## config.mk

```make
export PLATFORM = sky130hd
export DESIGN_NAME = v2dc_cell
export DESIGN_NICKNAME = d
export VERILOG_FILES = /design/src/v2dc_pkg.sv /design/src/v2dc_cell.sv
export SDC_FILE = /design/constraint.sdc
export NUM_CORES = 2
export LEC_CHECK = 0
export BUFFER_PORTS_ARGS = -buffer_cell sky130_fd_sc_hd__buf_2
export CAP_MARGIN = 20
export CORE_UTILIZATION = 54
export CTS_BUF_LIST = sky130_fd_sc_hd__clkbuf_16
export DETAILED_ROUTE_END_ITERATION = 10
export GPL_ROUTABILITY_DRIVEN = 1
export PLACE_DENSITY = 0.73
export SYNTH_ARGS = -nofsm -noshare
export SYNTH_HDL_FRONTEND = slang
export SYNTH_SLANG_ARGS = --single-unit
```

## constraint.sdc

```tcl
create_clock -name clk -period 10.7 [get_ports clk]
set_input_delay 2.14 -clock clk [delete_from_list [all_inputs] [get_ports clk]]
set_output_delay 2.14 -clock clk [all_outputs]
set_load 0.005 [all_outputs]
```

## src/v2dc_pkg.sv

```systemverilog
`default_nettype none

package v2dc_pkg;

  // Widths of the configuration registers and of the result word.
  localparam int IMAGE_WIDTH_BITS = 11;
  localparam int KERNEL_DIM_BITS  = 3;
  localparam int COEF_REG_BITS    = 60;
  localparam int NUM_COEF_REGS    = 5;
  localparam int TAP_SPACE_BITS   = 64;
  localparam int CFG_INDEX_BITS   = 3;
  localparam int OUT_BITS         = 34;

  localparam logic [IMAGE_WIDTH_BITS-1:0] IMAGE_WIDTH_RESET = 11'd640;
  localparam logic [KERNEL_DIM_BITS-1:0]  KERNEL_DIM_RESET  = 3'd3;

  typedef enum logic [CFG_INDEX_BITS-1:0] {
    REG_IMAGE_WIDTH = 3'd0,
    REG_KERNEL_ROWS = 3'd1,
    REG_KERNEL_COLS = 3'd2,
    REG_COEF_ROW_0  = 3'd3,
    REG_COEF_ROW_1  = 3'd4,
    REG_COEF_ROW_2  = 3'd5,
    REG_COEF_ROW_3  = 3'd6,
    REG_COEF_ROW_4  = 3'd7
  } cfg_reg_t;

  // Enables handed from the pipeline control to every tap column.
  typedef struct packed {
    logic shift;
    logic prod_en;
    logic sum_en;
  } cell_ctrl_t;

endpackage

`default_nettype wire

```

## src/v2dc_cell.sv

```systemverilog
`default_nettype none

module v2dc_cell #(
  parameter int MAX_KERNEL  = 5,
  parameter int SAMPLE_BITS = 16,
  parameter int COEF_BITS   = 12
) (
  input  wire logic                       clk,
  input  wire logic                       rst_n,
  input  v2dc_pkg::cell_ctrl_t            ctrl,
  input  wire logic [SAMPLE_BITS-1:0]     col_in [MAX_KERNEL],
  input  wire logic [COEF_BITS-1:0]       coef [MAX_KERNEL],
  input  wire logic [MAX_KERNEL-1:0]      tap_used,
  output logic      [SAMPLE_BITS-1:0]     col_out [MAX_KERNEL],
  output logic signed [SAMPLE_BITS+COEF_BITS+$clog2(MAX_KERNEL)-1:0] col_sum
);

  localparam int PW  = SAMPLE_BITS + COEF_BITS;
  localparam int CSW = PW + $clog2(MAX_KERNEL);

  logic [SAMPLE_BITS-1:0] win_r [MAX_KERNEL];
  logic signed [PW-1:0]   prod_r [MAX_KERNEL];
  logic signed [PW-1:0]   prod_nxt [MAX_KERNEL];
  logic signed [CSW-1:0]  sum_r;
  logic signed [CSW-1:0]  sum_nxt;

  // One vertical column of the window; it moves one place down the chain per sample.
  always_ff @(posedge clk) begin
    if (!rst_n) begin
      win_r <= '{default: '0};
    end else if (ctrl.shift) begin
      win_r <= col_in;
    end
  end

  // Taps outside the active kernel are forced to zero so stale data never leaks in.
  always_comb begin
    for (int k = 0; k < MAX_KERNEL; k++) begin
      if (tap_used[k]) begin
        prod_nxt[k] = PW'($signed(win_r[k])) * PW'($signed(coef[k]));
      end else begin
        prod_nxt[k] = '0;
      end
    end
  end

  always_ff @(posedge clk) begin
    if (ctrl.prod_en) begin
      prod_r <= prod_nxt;
    end
  end

  always_comb begin
    sum_nxt = '0;
    for (int k = 0; k < MAX_KERNEL; k++) begin
      sum_nxt = sum_nxt + CSW'(prod_r[k]);
    end
  end

  always_ff @(posedge clk) begin
    if (ctrl.sum_en) begin
      sum_r <= sum_nxt;
    end
  end

  assign col_out = win_r;
  assign col_sum = sum_r;

endmodule

`default_nettype wire

```

After elaboration in Yosys (flattened, before gate mapping)

Index checks and enable logic that the tools add are counted.

Add/sub/neg operators: 4
Multipliers: 5

Operators with widths:

| operator         | count |
|---|---|
| $mul A16 B12 Y28 | 5 |
| $add A30 B28 Y31 | 1 |
| $add A31 B28 Y31 | 1 |
| $add A29 B28 Y30 | 1 |
| $add A28 B28 Y29 | 1 |

Register bits: 251
Bits of input ports: 150
Output and inout port bits: 111

Logic depth before layout (Yosys ltp)

Word-level depth: 4
Mapped depth: 22
Mapped depth without buffers: 20

Worst setup path after synthesis

OpenSTA, ideal clock, no wires.

Kind: input to register
Start: input port coef[12] (netlist name)
End: register prod_r[55] (netlist name), data pin
Setup time: 255 ps
Data arrival time: 6,995 ps
Data required time: 10,445 ps
Slack: 3,450 ps
Stages on the path: 21
Path through: clkbuf_1 -> nand2_1 -> fa_1 -> inv_1 -> ha_1 -> inv_1 -> fa_1 -> inv_1 -> fa_1 -> inv_1 -> fa_1 -> inv_1 -> ha_1 -> a21oi_1 -> a21oi_1 -> a211oi_1 -> o2bb2ai_1 -> a311oi_1 -> nor3_1 -> o21ai_0 -> and3_1

Word-level cells in the longest chain between the ends: 1

Ends and longest elaborated chain:

| element                | RTL line        | source |
|---|---|---|
| start: declaration     | v2dc_cell.sv:12 | `input wire logic [COEF_BITS-1:0] coef [MAX_KERNEL],` |
| $mul A16 B12 Y28       | v2dc_cell.sv:40 | `prod_nxt[k] = PW'($signed(win_r[k])) * PW'($signed(coef[k]));` |
| end signal: assignment | v2dc_cell.sv:49 | `prod_r <= prod_nxt;` |
| end: declaration       | v2dc_cell.sv:22 | `logic signed [PW-1:0] prod_r [MAX_KERNEL];` |

No other way between the ends.
A chain may end at the register's enable or synchronous reset.

Final worst setup path

Start: input port coef[15] (netlist name)
End: register prod_r[55] (netlist name), data pin

The elaborated chain is that of the path after synthesis.

==> reports/qor.csv <==
stage;metric;value;unit
detailed_routing;wl_met2;53000;µm
grt;overflow;0;
critical_path;required;11.06;ns
critical_path;worst-path-stages;19;
detailed_routing;firstDrtPassIters;5;
yosys;ys_warn_count;0;
min_path;hold_path.class;reg -> reg;
detailed_routing;avgRoutedWirePerCell;17.5;µm
yosys;yosysTopAreaCell;fa_1;
detailed_routing;remaining_drc_errors;0;
cells_and_area;stdcell_area;0.0497;mm²
die;dieArea;0.0870;mm²
placed_design;place_ws;2.94;ns
cells_and_area;drive_gt1_share;6.97;%
grt;grt_usage;25.9;%
yosys;synthArstFlopShare;0;%
detailed_routing;drt-initial-drc-count;1979;
yosys;synth_seq_cells;251;
cells_and_area;multi_input_area;0.0349;mm²
die;coreArea;0.0851;mm²
sta;fmax;139;MHz
sta;setup_viol;0;
detailed_routing;drt_wl_total;107000;µm
sta;post-route-min-period;7.20;ns
yosys;syn-instance-count;4806;
detailed_routing;vias;32451;
die;die_h;295;µm
sta;fin_crit_sh;67.3;%
yosys;seq_area_frac_synth;14.5;%
critical_path;cp_slowest_cell;fa_1;
detailed_routing;vias_per_cell;5.31;
placed_design;placed_area;0.0485;mm²
pwr;p_leak;0.0245;µW
yosys;avgSynthCellArea;9.64;µm²
grt;grt_first_pass_wirelength;177000;µm
die;rows;107;
critical_path;path_class;in -> reg;
cts;cts_tree;yes;
cells_and_area;regArea;0.00674;mm²
cts;cts_hold_buf;0;
die;io_pins;261;
detailed_routing;wl_met3;6220;µm
critical_path;r2r_cells;18;
critical_path;crit_chain;buf_2 -> nand2_1 -> fa_1 -> fa_1 -> fa_1 -> inv_1 -> fa_1 -> inv_1 -> fa_1 -> inv_1 -> ha_1 -> o21a_1 -> o31ai_1 -> a211oi_1 -> nor2_1 -> a311oi_1 -> nor3_1 -> or3_1 -> and3_1;
cells_and_area;area_growth;7.24;%
detailed_routing;ant_nets;0;
placed_design;detailed_place_hpwl;88000;µm
flow_run;drv_cap;0;
cts;clock_path_buffers;3;
yosys;synth_edf_count;171;
grt;antenna_found_initial;3;
cts;post_cts.repair.setup_buffers;0;
detailed_routing;top_layer_used;met4;
yosys;synthFlopType;edfxtp_1;
sta;hold_viol;0;
sta;slew_headroom;39.2;%
yosys;synthesis.area;0.0464;mm²
pwr;p_per_area;288;mW/mm²
cts;numCtsBuffers;36;
critical_path;crit_family;adder cells;
yosys;syn-num-nets;6258;
yosys;ys_top_cells_by_area;fa_1 42%, edfxtp_1 11%, ha_1 8.8%;
critical_path;path_max_fanout;16;
critical_path;path_buf_inv;4;
cells_and_area;fillers;7391;
run_status;status;finished clean;
placed_design;place_inst;6039;
cts;cts.sinks;251;
grt;grt_max_degree;75;
placed_design;globalplace.congestion;0.917;
sta;slew_violations;0;
placed_design;io_buffer_count;260;
yosys;synth_most_common_cell;inv_1;
cts;ctsResizeCount;0;
critical_path;cp-start-kind;input pin;
cts;clkLatencyLatePin;0.59;ns
critical_path;max_stage_delay;0.54;ns
die;die_w;295;µm
critical_path;end_kind;flop;
min_path;whs_path_depth;1;
sta;tightest_slew;0.911;ns
yosys;synthDistinctLibCells;81;
cells_and_area;num-nets-final;6385;
yosys;synth_top_area_share;42.2;%
critical_path;crit_path_frequent_cell;fa_1;
cts;htreeDepth;2;
cts;cts.reportedPaths.clkPinSlew;0.06;ns
cells_and_area;finalNonFillerCells;6106;
die;start_util;54.4;%
detailed_routing;met1_length;43800;µm
yosys;synthTopCellsByCount;1076 x inv_1, 976 x fa_1, 647 x nand2_1, 354 x and2_1, 326 x ha_1;
sta;fin_worst_skew;0.0310;ns
pwr;ir_drop;0.000639;V
sta;setup_tns;0;ns
sta;hold_slack;0.568;ns
sta;rsz0062_at_grt;false;
critical_path;worstPathArrival;7.55;ns
sta;fin_ws;3.50;ns
grt;grt_pass1_vias;34150;
cts;cts-root-buf;clkbuf_16;
final timing paths:
kind                                  start    endpoint  slack [ns]
worst max register to register  col_out[20]  prod_r[55]        4.62
worst max-delay path               coef[15]  prod_r[55]        3.50
worst min register to register  prod_r[112]  col_sum[0]        0.57
worst min-delay path            prod_r[112]  col_sum[0]        0.57
logic make-up (layout without fill, tap and decap cells):
logic type | after synthesis | count (layout) | share of synthesized area, %
AND/OR/NAND/NOR | 1434 | 1434 | 14.9
adder cells (fa/ha/maj) | 1302 | 1302 | 51.0
buffers and inverters | 1252 | 1407 | 10.2
AO/OA/AOI/OAI | 357 | 357 | 5.22
flip-flops | 251 | 251 | 14.5
XOR/XNOR | 124 | 124 | 2.34
multiplexers | 86 | 86 | 1.86
other | 0 | 1 | 0
metrics by stage:
step           util, %  total power (µW)
6_report          58.4             14300
5_1_grt           58.4             15700
4_1_cts           58.4             14300
3_5_place_dp      56.9             12800
3_3_place_gp      56.9             12600
2_1_floorplan        -              9860
cells in the final DEF (no fill, tap or decap), drive strengths merged, types with 91 or more instances in the layout:
master	count
nor2b	97
inv	1090
xnor2	94
edfxtp	171
buf	263
nor2	164
and2	354
fa	976
a21oi	91
nand2	647
ha	326
routing by layer:
layer	GRT usage, %	vias to the layer above
li1	-	14773
met1	34.2	16532
met2	44.1	937
met3	3.64	209
met4	8.56	0
met5	0	-
registers in the layout, indices dropped and copies added, names as in the netlist:
name,flops
col_sum,31
col_out,80
prod_r,140
cell type report:
class / count / share of cell area [%]
multi-input cells: 3303 / 70.2
well taps: 1144 / 2.88
diodes: 1 / 0.00503
clock inverters: 29 / 0.652
repair buffers: 263 / 2.68
inverters: 1078 / 8.14
clock buffers: 37 / 1.86
flip-flops and latches: 251 / 13.6
power breakdown:
part / switching, µW / internal [µW] / total (µW) / leakage, µW
sequential: 314 / 1790 / 2110 / 0.00239
clock: 536 / 765 / 1300 / 0.000633
combinational: 6410 / 4490 / 10900 / 0.0215
total: 7260 / 7050 / 14300 / 0.0245
Power figures use the tool's default switching activity.
